**config.mk**
```make
export PLATFORM = sky130hd
export DESIGN_NAME = distance_ordered_voice_gain_top
export DESIGN_NICKNAME = d
export VERILOG_FILES = /design/src/sv/dovg_pkg.sv /design/src/sv/dovg_cfg.sv /design/src/sv/dovg_front.sv /design/src/sv/dovg_level.sv /design/src/sv/distance_ordered_voice_gain_top.sv
export SDC_FILE = /design/constraint.sdc
export NUM_CORES = 1
export LEC_CHECK = 0
export BUFFER_PORTS_ARGS = -buffer_cell sky130_fd_sc_hd__buf_2
export CAP_MARGIN = 10
export CORE_MARGIN = 5
export CORE_UTILIZATION = 45
export DETAILED_ROUTE_END_ITERATION = 10
export REMOVE_ABC_BUFFERS = 1
export SETUP_SLACK_MARGIN = 0.2
export SYNTH_ARGS = -nofsm -noshare
export SYNTH_HDL_FRONTEND = slang
export SYNTH_HIERARCHICAL = 1
export SYNTH_SLANG_ARGS = --single-unit
```
**constraint.sdc**
```tcl
create_clock -name clk -period 32 [get_ports clk]
set_clock_uncertainty 0.15 [all_clocks]
set_input_delay 4.8 -clock clk [delete_from_list [all_inputs] [get_ports clk]]
set_output_delay 4.8 -clock clk [all_outputs]
set_load 0.05 [all_outputs]
```
**src/sv/dovg_pkg.sv**
```systemverilog
`timescale 1ns / 1ps
`default_nettype none
// ----------------------------------------------------------------------------
// dovg_pkg: shared types, constants and tables for the voice gain block
// Field widths, register codes, reset values, the gain table and the
// decimetre / log conversion helpers used by the pipeline stages.
// ----------------------------------------------------------------------------
package dovg_pkg;

    localparam int unsigned TAG_W   = 8;
    localparam int unsigned MM_W    = 20;
    localparam int unsigned DM_W    = 14;
    localparam int unsigned GAIN_W  = 15;
    localparam int unsigned LEVEL_W = 9;
    localparam int unsigned START_W = 6;
    localparam int unsigned STEP_W  = 7;
    localparam int unsigned GAP_W   = 10;
    localparam int unsigned LOG_W   = 7;
    localparam int unsigned APB_AW  = 4;
    localparam int unsigned APB_DW  = 32;

    // floor(mm / 100) as (mm * ceil(2^27 / 100)) >> 27, exact for 20-bit mm
    localparam int unsigned RECIP_W   = 21;
    localparam int unsigned DM_SHIFT  = 27;
    localparam int unsigned DM_PROD_W = MM_W + RECIP_W;
    localparam logic [RECIP_W-1:0] DM_RECIP = 21'd1342178;

    localparam logic [GAP_W-1:0]          GAP_MAX    = 10'd1023;
    localparam logic [GAIN_W-1:0]         UNITY_GAIN = 15'd16384;
    localparam logic [GAIN_W-1:0]         MAX_GAIN   = 15'd23143;
    localparam logic signed [LEVEL_W-1:0] MAX_LEVEL  = 9'sd48;
    localparam logic signed [LEVEL_W-1:0] MIN_LEVEL  = -9'sd160;

    localparam logic [MM_W-1:0]    RST_NEAR_MM  = 20'd2000;
    localparam logic [DM_W-1:0]    RST_REF_DM   = 14'd20;
    localparam logic [START_W-1:0] RST_START    = 6'd48;
    localparam logic [STEP_W-1:0]  RST_STEP     = 7'd8;

    // Log thresholds: ceil(640 * 2^(f/16)) for f = 1..15, entry 0 unused
    localparam int unsigned SCALED_W = 11;
    localparam logic [SCALED_W-1:0] LOG_THRESH [16] = '{
        11'd640,  11'd669,  11'd698,  11'd729,  11'd762,  11'd795,  11'd830,  11'd867,
        11'd906,  11'd946,  11'd988,  11'd1031, 11'd1077, 11'd1125, 11'd1174, 11'd1226
    };

    typedef enum logic [1:0] {
        REG_NEAR_THRESHOLD = 2'd0,
        REG_REF_DISTANCE   = 2'd1,
        REG_START_LEVEL    = 2'd2,
        REG_LEVEL_STEP     = 2'd3
    } reg_idx_t;

    typedef struct packed {
        logic [MM_W-1:0]    near_threshold_mm;
        logic [DM_W-1:0]    reference_distance_dm;
        logic [START_W-1:0] start_level;
        logic [STEP_W-1:0]  level_step;
    } cfg_t;

    typedef struct packed {
        logic [TAG_W-1:0] tag;
        logic [DM_W-1:0]  dm;
        logic             near;
        logic             last;
    } mid_t;

    // 16384 * 10^(level/320), rounded; level 48 and above read MAX_GAIN, the level-48 value
    function automatic logic [GAIN_W-1:0] gain_lookup(input logic [5:0] lvl);
        logic [GAIN_W-1:0] g;
        case (lvl)
            6'd0:  g = 15'd16384;
            6'd1:  g = 15'd16502;
            6'd2:  g = 15'd16621;
            6'd3:  g = 15'd16742;
            6'd4:  g = 15'd16862;
            6'd5:  g = 15'd16984;
            6'd6:  g = 15'd17107;
            6'd7:  g = 15'd17230;
            6'd8:  g = 15'd17355;
            6'd9:  g = 15'd17480;
            6'd10: g = 15'd17606;
            6'd11: g = 15'd17734;
            6'd12: g = 15'd17862;
            6'd13: g = 15'd17991;
            6'd14: g = 15'd18120;
            6'd15: g = 15'd18251;
            6'd16: g = 15'd18383;
            6'd17: g = 15'd18516;
            6'd18: g = 15'd18650;
            6'd19: g = 15'd18784;
            6'd20: g = 15'd18920;
            6'd21: g = 15'd19057;
            6'd22: g = 15'd19194;
            6'd23: g = 15'd19333;
            6'd24: g = 15'd19472;
            6'd25: g = 15'd19613;
            6'd26: g = 15'd19755;
            6'd27: g = 15'd19897;
            6'd28: g = 15'd20041;
            6'd29: g = 15'd20186;
            6'd30: g = 15'd20332;
            6'd31: g = 15'd20478;
            6'd32: g = 15'd20626;
            6'd33: g = 15'd20775;
            6'd34: g = 15'd20925;
            6'd35: g = 15'd21076;
            6'd36: g = 15'd21229;
            6'd37: g = 15'd21382;
            6'd38: g = 15'd21536;
            6'd39: g = 15'd21692;
            6'd40: g = 15'd21848;
            6'd41: g = 15'd22006;
            6'd42: g = 15'd22165;
            6'd43: g = 15'd22325;
            6'd44: g = 15'd22486;
            6'd45: g = 15'd22649;
            6'd46: g = 15'd22812;
            6'd47: g = 15'd22977;
            default: g = MAX_GAIN;
        endcase
        return g;
    endfunction

    // floor(16 * log2((gap + 10) / 10)): octave from a compare chain, then the
    // sixteenth within the octave from the operand scaled into [640, 1280)
    function automatic logic [LOG_W-1:0] log_value(input logic [GAP_W-1:0] gap);
        logic [SCALED_W-1:0] m;
        logic [SCALED_W-1:0] scaled;
        logic [2:0]          oct;
        logic [3:0]          frac;
        m = SCALED_W'(gap) + 11'd10;
        oct = 3'd0;
        if (m >= 11'd20)  oct = 3'd1;
        if (m >= 11'd40)  oct = 3'd2;
        if (m >= 11'd80)  oct = 3'd3;
        if (m >= 11'd160) oct = 3'd4;
        if (m >= 11'd320) oct = 3'd5;
        if (m >= 11'd640) oct = 3'd6;
        scaled = m << (3'd6 - oct);
        frac = 4'd0;
        for (int f = 1; f < 16; f++)
        begin
            if (scaled >= LOG_THRESH[4'(f)])
            begin
                frac = 4'(f);
            end
        end
        return {oct, frac};
    endfunction

endpackage
`default_nettype wire

```
**src/sv/dovg_cfg.sv**
```systemverilog
`timescale 1ns / 1ps
`default_nettype none
// ----------------------------------------------------------------------------
// dovg_cfg: APB register file
// Holds the near threshold, reference distance, start level and level step,
// with zero-wait writes and combinational read data.
// ----------------------------------------------------------------------------
module dovg_cfg (
    input  wire logic                          clk,
    input  wire logic                          rst_n,
    input  wire logic                          psel,
    input  wire logic                          penable,
    input  wire logic                          pwrite,
    input  wire logic [dovg_pkg::APB_AW-1:0]   paddr,
    input  wire logic [dovg_pkg::APB_DW-1:0]   pwdata,
    output logic      [dovg_pkg::APB_DW-1:0]   prdata,
    output logic                               pready,
    output dovg_pkg::cfg_t                     cfg
);

    dovg_pkg::reg_idx_t idx;
    logic               wr_en;
    dovg_pkg::cfg_t     cfg_reg;

    assign idx    = dovg_pkg::reg_idx_t'(paddr[3:2]);
    assign wr_en  = psel && penable && pwrite;
    assign pready = 1'b1;
    assign cfg    = cfg_reg;

    always_ff @(posedge clk or negedge rst_n)
    begin
        if (!rst_n)
        begin
            cfg_reg.near_threshold_mm     <= dovg_pkg::RST_NEAR_MM;
            cfg_reg.reference_distance_dm <= dovg_pkg::RST_REF_DM;
            cfg_reg.start_level           <= dovg_pkg::RST_START;
            cfg_reg.level_step            <= dovg_pkg::RST_STEP;
        end
        else if (wr_en)
        begin
            case (idx)
                dovg_pkg::REG_NEAR_THRESHOLD:
                    cfg_reg.near_threshold_mm <= pwdata[dovg_pkg::MM_W-1:0];
                dovg_pkg::REG_REF_DISTANCE:
                    cfg_reg.reference_distance_dm <= pwdata[dovg_pkg::DM_W-1:0];
                dovg_pkg::REG_START_LEVEL:
                    cfg_reg.start_level <= pwdata[dovg_pkg::START_W-1:0];
                dovg_pkg::REG_LEVEL_STEP:
                    cfg_reg.level_step <= pwdata[dovg_pkg::STEP_W-1:0];
                default:
                    cfg_reg <= cfg_reg;
            endcase
        end
    end

    always_comb
    begin
        case (idx)
            dovg_pkg::REG_NEAR_THRESHOLD:
                prdata = dovg_pkg::APB_DW'(cfg_reg.near_threshold_mm);
            dovg_pkg::REG_REF_DISTANCE:
                prdata = dovg_pkg::APB_DW'(cfg_reg.reference_distance_dm);
            dovg_pkg::REG_START_LEVEL:
                prdata = dovg_pkg::APB_DW'(cfg_reg.start_level);
            dovg_pkg::REG_LEVEL_STEP:
                prdata = dovg_pkg::APB_DW'(cfg_reg.level_step);
            default:
                prdata = '0;
        endcase
    end

endmodule
`default_nettype wire

```
**src/sv/dovg_front.sv**
```systemverilog
`timescale 1ns / 1ps
`default_nettype none
// ----------------------------------------------------------------------------
// dovg_front: input register and decimetre conversion
// Registers each voice item, converts millimetres to decimetres by a
// reciprocal multiply and flags near voices into the middle register.
// ----------------------------------------------------------------------------
module dovg_front (
    input  wire logic                        clk,
    input  wire logic                        rst_n,
    input  wire logic                        voice_valid,
    output logic                             voice_ready,
    input  wire logic [dovg_pkg::TAG_W-1:0]  voice_index,
    input  wire logic [dovg_pkg::MM_W-1:0]   distance_mm,
    input  wire logic                        last_in_frame,
    input  wire logic [dovg_pkg::MM_W-1:0]   near_threshold_mm,
    output logic                             mid_valid,
    input  wire logic                        mid_ready,
    output dovg_pkg::mid_t                   mid
);

    logic                          in_valid_reg;
    logic [dovg_pkg::TAG_W-1:0]    in_tag_reg;
    logic [dovg_pkg::MM_W-1:0]     in_mm_reg;
    logic                          in_last_reg;
    logic                          mid_valid_reg;
    dovg_pkg::mid_t                mid_reg;
    dovg_pkg::mid_t                mid_next;
    logic [dovg_pkg::DM_PROD_W-1:0] dm_prod;
    logic                          move;
    logic                          take;

    // move the input item on when the middle slot is free or draining
    assign move        = in_valid_reg && (!mid_valid_reg || mid_ready);
    assign voice_ready = !in_valid_reg || move;
    assign take        = voice_valid && voice_ready;

    assign dm_prod = dovg_pkg::DM_PROD_W'(in_mm_reg) *
                     dovg_pkg::DM_PROD_W'(dovg_pkg::DM_RECIP);

    always_comb
    begin
        mid_next.tag  = in_tag_reg;
        mid_next.dm   = dm_prod[dovg_pkg::DM_PROD_W-1:dovg_pkg::DM_SHIFT];
        mid_next.near = (in_mm_reg <= near_threshold_mm);
        mid_next.last = in_last_reg;
    end

    always_ff @(posedge clk or negedge rst_n)
    begin
        if (!rst_n)
        begin
            in_valid_reg  <= 1'b0;
            mid_valid_reg <= 1'b0;
        end
        else
        begin
            if (take)
            begin
                in_valid_reg <= 1'b1;
            end
            else if (move)
            begin
                in_valid_reg <= 1'b0;
            end
            if (move)
            begin
                mid_valid_reg <= 1'b1;
            end
            else if (mid_ready)
            begin
                mid_valid_reg <= 1'b0;
            end
        end
    end

    always_ff @(posedge clk)
    begin
        if (take)
        begin
            in_tag_reg  <= voice_index;
            in_mm_reg   <= distance_mm;
            in_last_reg <= last_in_frame;
        end
        if (move)
        begin
            mid_reg <= mid_next;
        end
    end

    assign mid_valid = mid_valid_reg;
    assign mid       = mid_reg;

endmodule
`default_nettype wire

```
**src/sv/dovg_level.sv**
```systemverilog
`timescale 1ns / 1ps
`default_nettype none
// ----------------------------------------------------------------------------
// dovg_level: running level, gain lookup and result register
// Keeps the frame state (level and previous far distance), turns the gap
// into a log step, picks the gain and registers the result item.
// ----------------------------------------------------------------------------
module dovg_level (
    input  wire logic                         clk,
    input  wire logic                         rst_n,
    input  wire dovg_pkg::cfg_t               cfg,
    input  wire logic                         mid_valid,
    output logic                              mid_ready,
    input  wire dovg_pkg::mid_t               mid,
    output logic                              gain_valid,
    input  wire logic                         gain_ready,
    output logic [dovg_pkg::TAG_W-1:0]        voice_tag,
    output logic [dovg_pkg::GAIN_W-1:0]       gain_q14,
    output logic                              frame_end
);

    logic signed [dovg_pkg::LEVEL_W-1:0] level_reg;
    logic signed [dovg_pkg::LEVEL_W-1:0] level_next;
    logic [dovg_pkg::DM_W-1:0]           last_dm_reg;
    logic [dovg_pkg::DM_W-1:0]           last_dm_next;
    logic                                out_valid_reg;
    logic [dovg_pkg::TAG_W-1:0]          tag_reg;
    logic [dovg_pkg::GAIN_W-1:0]         gain_reg;
    logic [dovg_pkg::GAIN_W-1:0]         gain_next;
    logic                                end_reg;
    logic                                take;
    logic [dovg_pkg::DM_W-1:0]           gap_full;
    logic [dovg_pkg::GAP_W-1:0]          gap;
    logic [dovg_pkg::LOG_W-1:0]          log_step;
    logic [dovg_pkg::LEVEL_W:0]          lv_raw;
    logic [dovg_pkg::LEVEL_W:0]          min_ext;
    logic signed [dovg_pkg::LEVEL_W-1:0] lv_clamped;
    logic signed [dovg_pkg::LEVEL_W-1:0] start_sat;

    assign mid_ready = !out_valid_reg || gain_ready;
    assign take      = mid_valid && mid_ready;

    always_comb
    begin
        gap_full = (mid.dm > last_dm_reg) ? (mid.dm - last_dm_reg) : '0;
        gap      = (gap_full > dovg_pkg::DM_W'(dovg_pkg::GAP_MAX)) ?
                   dovg_pkg::GAP_MAX : gap_full[dovg_pkg::GAP_W-1:0];
        log_step = dovg_pkg::log_value(gap);

        // drop by step plus log, floor at the bottom level
        lv_raw  = {level_reg[dovg_pkg::LEVEL_W-1], level_reg}
                  - (dovg_pkg::LEVEL_W+1)'(cfg.level_step)
                  - (dovg_pkg::LEVEL_W+1)'(log_step);
        min_ext = {dovg_pkg::MIN_LEVEL[dovg_pkg::LEVEL_W-1], dovg_pkg::MIN_LEVEL};
        lv_clamped = ($signed(lv_raw) < $signed(min_ext)) ?
                     dovg_pkg::MIN_LEVEL : lv_raw[dovg_pkg::LEVEL_W-1:0];

        start_sat = (cfg.start_level > dovg_pkg::START_W'(dovg_pkg::MAX_LEVEL)) ?
                    dovg_pkg::MAX_LEVEL : dovg_pkg::LEVEL_W'(cfg.start_level);

        if (mid.near)
        begin
            gain_next = dovg_pkg::UNITY_GAIN;
        end
        else if (level_reg[dovg_pkg::LEVEL_W-1])
        begin
            gain_next = '0;
        end
        else
        begin
            gain_next = dovg_pkg::gain_lookup(level_reg[5:0]);
        end

        if (mid.last)
        begin
            level_next   = start_sat;
            last_dm_next = cfg.reference_distance_dm;
        end
        else if (mid.near)
        begin
            level_next   = level_reg;
            last_dm_next = last_dm_reg;
        end
        else
        begin
            level_next   = lv_clamped;
            last_dm_next = mid.dm;
        end
    end

    always_ff @(posedge clk or negedge rst_n)
    begin
        if (!rst_n)
        begin
            out_valid_reg <= 1'b0;
            level_reg     <= dovg_pkg::LEVEL_W'(dovg_pkg::RST_START);
            last_dm_reg   <= dovg_pkg::RST_REF_DM;
        end
        else
        begin
            if (take)
            begin
                out_valid_reg <= 1'b1;
                level_reg     <= level_next;
                last_dm_reg   <= last_dm_next;
            end
            else if (gain_ready)
            begin
                out_valid_reg <= 1'b0;
            end
        end
    end

    always_ff @(posedge clk)
    begin
        if (take)
        begin
            tag_reg  <= mid.tag;
            gain_reg <= gain_next;
            end_reg  <= mid.last;
        end
    end

    assign gain_valid = out_valid_reg;
    assign voice_tag  = tag_reg;
    assign gain_q14   = gain_reg;
    assign frame_end  = end_reg;

    a_reload_dist: assert property (@(posedge clk) disable iff (!rst_n)
        take && mid.last |=> last_dm_reg == $past(cfg.reference_distance_dm))
        else $error("previous distance not reloaded at frame end");

    a_near_keeps_state: assert property (@(posedge clk) disable iff (!rst_n)
        take && mid.near && !mid.last |=> $stable(level_reg) && $stable(last_dm_reg))
        else $error("near voice changed the frame state");

    a_level_range: assert property (@(posedge clk) disable iff (!rst_n)
        take |=> ($signed(level_reg) >= $signed(dovg_pkg::MIN_LEVEL)) &&
                 ($signed(level_reg) <= $signed(dovg_pkg::MAX_LEVEL)))
        else $error("running level left its range");

    a_gain_bound: assert property (@(posedge clk) disable iff (!rst_n)
        take |=> out_valid_reg && gain_reg <= dovg_pkg::MAX_GAIN)
        else $error("result missing or gain above table top");

endmodule
`default_nettype wire

```
**src/sv/distance_ordered_voice_gain_top.sv**
```systemverilog
`timescale 1ns / 1ps
`default_nettype none
// Path: a voice item goes from the input register through the decimetre
// register to the result register. Throughput: one item per cycle while
// gain_ready is high; the frame state updates in the result stage.
// Reset: registers return to their defaults, the frame state loads from them,
// and all pipeline stages come up empty; no clearing pass.
// ----------------------------------------------------------------------------
// distance_ordered_voice_gain_top: distance-ordered voice gain
// Assigns a Q1.14 gain to each voice of a frame from a running level that
// drops by the level step plus the log of the distance gap between successive
// far voices.
module distance_ordered_voice_gain_top (
    input  wire logic                          clk,
    input  wire logic                          rst_n,
    input  wire logic                          psel,
    input  wire logic                          penable,
    input  wire logic                          pwrite,
    input  wire logic [dovg_pkg::APB_AW-1:0]   paddr,
    input  wire logic [dovg_pkg::APB_DW-1:0]   pwdata,
    output logic      [dovg_pkg::APB_DW-1:0]   prdata,
    output logic                               pready,
    input  wire logic                          voice_valid,
    output logic                               voice_ready,
    input  wire logic [dovg_pkg::TAG_W-1:0]    voice_index,
    input  wire logic [dovg_pkg::MM_W-1:0]     distance_mm,
    input  wire logic                          last_in_frame,
    output logic                               gain_valid,
    input  wire logic                          gain_ready,
    output logic [dovg_pkg::TAG_W-1:0]         voice_tag,
    output logic [dovg_pkg::GAIN_W-1:0]        gain_q14,
    output logic                               frame_end
);

    dovg_pkg::cfg_t cfg;
    dovg_pkg::mid_t mid;
    logic           mid_valid;
    logic           mid_ready;

    dovg_cfg u_cfg (
        .clk     (clk),
        .rst_n   (rst_n),
        .psel    (psel),
        .penable (penable),
        .pwrite  (pwrite),
        .paddr   (paddr),
        .pwdata  (pwdata),
        .prdata  (prdata),
        .pready  (pready),
        .cfg     (cfg)
    );

    dovg_front u_front (
        .clk               (clk),
        .rst_n             (rst_n),
        .voice_valid       (voice_valid),
        .voice_ready       (voice_ready),
        .voice_index       (voice_index),
        .distance_mm       (distance_mm),
        .last_in_frame     (last_in_frame),
        .near_threshold_mm (cfg.near_threshold_mm),
        .mid_valid         (mid_valid),
        .mid_ready         (mid_ready),
        .mid               (mid)
    );

    dovg_level u_level (
        .clk        (clk),
        .rst_n      (rst_n),
        .cfg        (cfg),
        .mid_valid  (mid_valid),
        .mid_ready  (mid_ready),
        .mid        (mid),
        .gain_valid (gain_valid),
        .gain_ready (gain_ready),
        .voice_tag  (voice_tag),
        .gain_q14   (gain_q14),
        .frame_end  (frame_end)
    );

endmodule
`default_nettype wire
```
==> results.md <==
* YS warnings at 6
* Slowest stage delay, CP at 0.73 ns
* Vias in the first global route at ~14000
* Post-synthesis sequential area ratio at between 20% and 30%
* Fillers at between 3000 and 4000
* Fmax at between 70 and 80 MHz
* Skew-Pair Late Insertion Delay at 0.45 ns
* Largest net degree at the start of global routing at 74
* WP data arrival at 13.16 ns
* Post-Place Cell Area at 19200 sq um
* Hold_ws at between 0.2 and 0.3 ns
* Routed vias at ~14000
* Share of layout cells above drive strength 1 at a little over an eighth
* Total CTS buffers at 17
* Final Hold Fails at 0
* Crit-path slowest cell: ha_1
* Grt ovf at 0
* CTS H-tree depth at 4
* EDFF count, synth at between 70 and 80
* Register-to-register setup slack at ~19 ns
* CTS sink count at 149
* Crit path required time at around 32 ns
* All-Layer GR Usage at 20.4%
* PostCTS Resize Cnt at 0
* Ys flop type: edfxtp_1
* Max_cap viols at 0
* Synthesized cell area at between 15000 and 20000 sq um
* Asr flop ratio synth at between 40% and 50%
* Setup TNS Final at 0 ns
* Worst setup path start: u_level/last_dm_reg[4]
* Nets@finish at ~2400
* Critical R2R Launch: u_level/last_dm_reg[4]
* DP HPWL at approximately 37000 microns
* Core box area at between 40000 and 50000 sq um
* DRT Pass-1 Iters at 5
* Count of port buffers added during placement at between 100 and 150
* # Post-CTS Setup Buffers at 0
* Synth area leaders: ha_1 (19%), fa_1 (16%), edfxtp_1 (12%)
* Worst slew pin tran at about 1 ns
* Mapped Cells at approximately 1900
* # diodes at 0
* Antenna violations before repair at 0
* Status: finished, final reports clean
* Mean cell area of the mapped netlist at roughly 9.8 sq um
* Clk slew on worst S/H paths at 0.07 ns
* CP Class: reg -> reg
* Gpl congestion at 0.953
* Clock Path Buffers at 2
* Drt initial violations at 880
* CTS root buf: clkbuf_16
* Startpoint class of the critical path: register
* Slew headroom at between 30% and 40%
* Vias per Instance at ~5.5
* Sequential Area at approximately 4100 sq um
* RSZ-0062 raised after global routing: no
* Setup violations, final at 0
* Total Wirelength at ~46000 microns
* Crit path time final at between 10 and 15 ns
* Hold_buf cts at 0
* Global-route wire length before repair at between 70000 and 80000 microns
* Hold Startpoint: u_front/in_tag_reg[7]
* Max reg flops at between 40 and 50
* Number of distinct library cells after synthesis at 120
* Row count at 73
* Worst hold path class: reg -> reg
* Count of state elements after synthesis at 149
* Initial cell density of the core at between 40% and 50%
* CP endpoint kind: register
* Pins Over Slew Limit at 0
* CTS tree: built
* Yosys top cell by area: ha_1
* Die Y-Extent at around 210 microns
* I/O Pins at roughly 130
* Synth top area share at 19.1%
* Drt wl/cell at 18.5 microns
* DIE AREA at 44800 sq um
* Number of remaining DRC errors at 0
* Area grow syn2layout at 8.04%
* ANT nets after route at 0
* Area of the multi-input gates at between 10000 and 15000 sq um
* Final Core Density at between 40 and 50%
* Cell area after layout at between 15000 and 20000 sq um
* Worst Path Max Fanout at 24
* Crit share post-route at approximately 41%
* Die X at about 210 microns
==> layout make-up <==
class | count | share of cell area, %
clock buffer | 19 | 2.24
clock inverter | 13 | 0.936
inverter | 355 | 6.76
multi-input combinational | 1310 | 62.9
sequential | 149 | 20.9
tap | 525 | 3.32
timing repair buffer | 111 | 2.94
==> metrics by stage <==
stage / cells / setup slack (ns)
finish: 2482 / 18.99
global route: 2482 / 18.19
global placement: 2450 / 19.43
floorplan: 1814 / 21.06
CTS: 2482 / 19.41
detailed placement: 2450 / 19.48
==> path summary, 6_finish.rpt <==
check	to	cells after the start
setup / recovery	u_level/level_reg[1]	44
hold / removal	u_front/mid[23]	0
setup reg to reg	u_level/level_reg[1]	44
hold reg to reg	u_front/mid[23]	0
max in group asynchronous	u_cfg/cfg[39]	1
min in group asynchronous	u_cfg/cfg[21]	1
==> layout by cell type, fill, tap and decap left out, drive strengths merged, types with 9 or more instances in the layout <==
cell / instances
conb: 14
clkbuf: 19
nand2b: 19
fa: 150
a211oi: 17
inv: 361
and2: 17
mux2: 48
a31oi: 22
o22ai: 10
mux2i: 30
edfxtp: 76
nor2: 89
a21oi: 99
o21bai: 9
o211ai: 14
o31ai: 9
nor3: 28
dfstp: 15
buf: 111
o21a: 10
dfrtp: 58
and3: 11
a221oi: 11
o21ai: 86
nor2b: 11
ha: 279
xor2: 18
o311ai: 9
nand4: 14
nand3: 27
nor4: 13
xnor2: 22
a21o: 22
nand2: 97
==> cell families (layout without fill, tap and decap cells) <==
| group | after synthesis | in the layout | share of synthesized area (%) |
|---|---|---|---|
| other | 3 | 14 | 0.0615 |
| buffers and inverters | 426 | 498 | 9.73 |
| xor gates and xnor gates | 40 | 40 | 1.95 |
| adders and majority gates | 429 | 429 | 35.5 |
| muxes | 85 | 85 | 5.60 |
| AOI/OAI and AO/OA | 383 | 383 | 14.4 |
| and+or+nand+nor | 359 | 359 | 10.2 |
| DFF | 149 | 149 | 22.5 |
==> synthesized netlist by cell type (all sizes together), types with 10 or more instances <==
master  instances
inv           354
ha            279
fa            150
a21oi          99
nand2          97
nor2           89
o21ai          86
edfxtp         76
dfrtp          58
mux2           48
buf            38
clkbuf         31
mux2i          30
nor3           28
nand3          27
a21o           22
a31oi          22
xnor2          22
nand2b         19
xor2           18
a211oi         17
and2           17
dfstp          15
nand4          14
o211ai         14
nor4           13
a221oi         11
and3           11
nor2b          11
o21a           10
o22ai          10
==> worst max-delay path: cells and delay by family, from the launching register on <==
| family | cells | cell delay, ns |
|---|---|---|
| XOR/XNOR | 1 | 0.16 |
| AO/OA/AOI/OAI | 24 | 6.58 |
| buffers and inverters | 5 | 1.10 |
| flip-flops | 1 | 0.53 |
| adder cells (fa/ha/maj) | 5 | 2.28 |
| AND/OR/NAND/NOR | 9 | 2.09 |
==> layer usage <==
metal | track usage [%] | wire length, microns
met5 | 0 | 0
met4 | 4.98 | 818
met3 | 2.59 | 1950
met2 | 35.6 | 23000
met1 | 27.1 | 20100
Power is not shown: default switching activity piles up to over one toggle a cycle in this logic, so the estimate is an artifact.
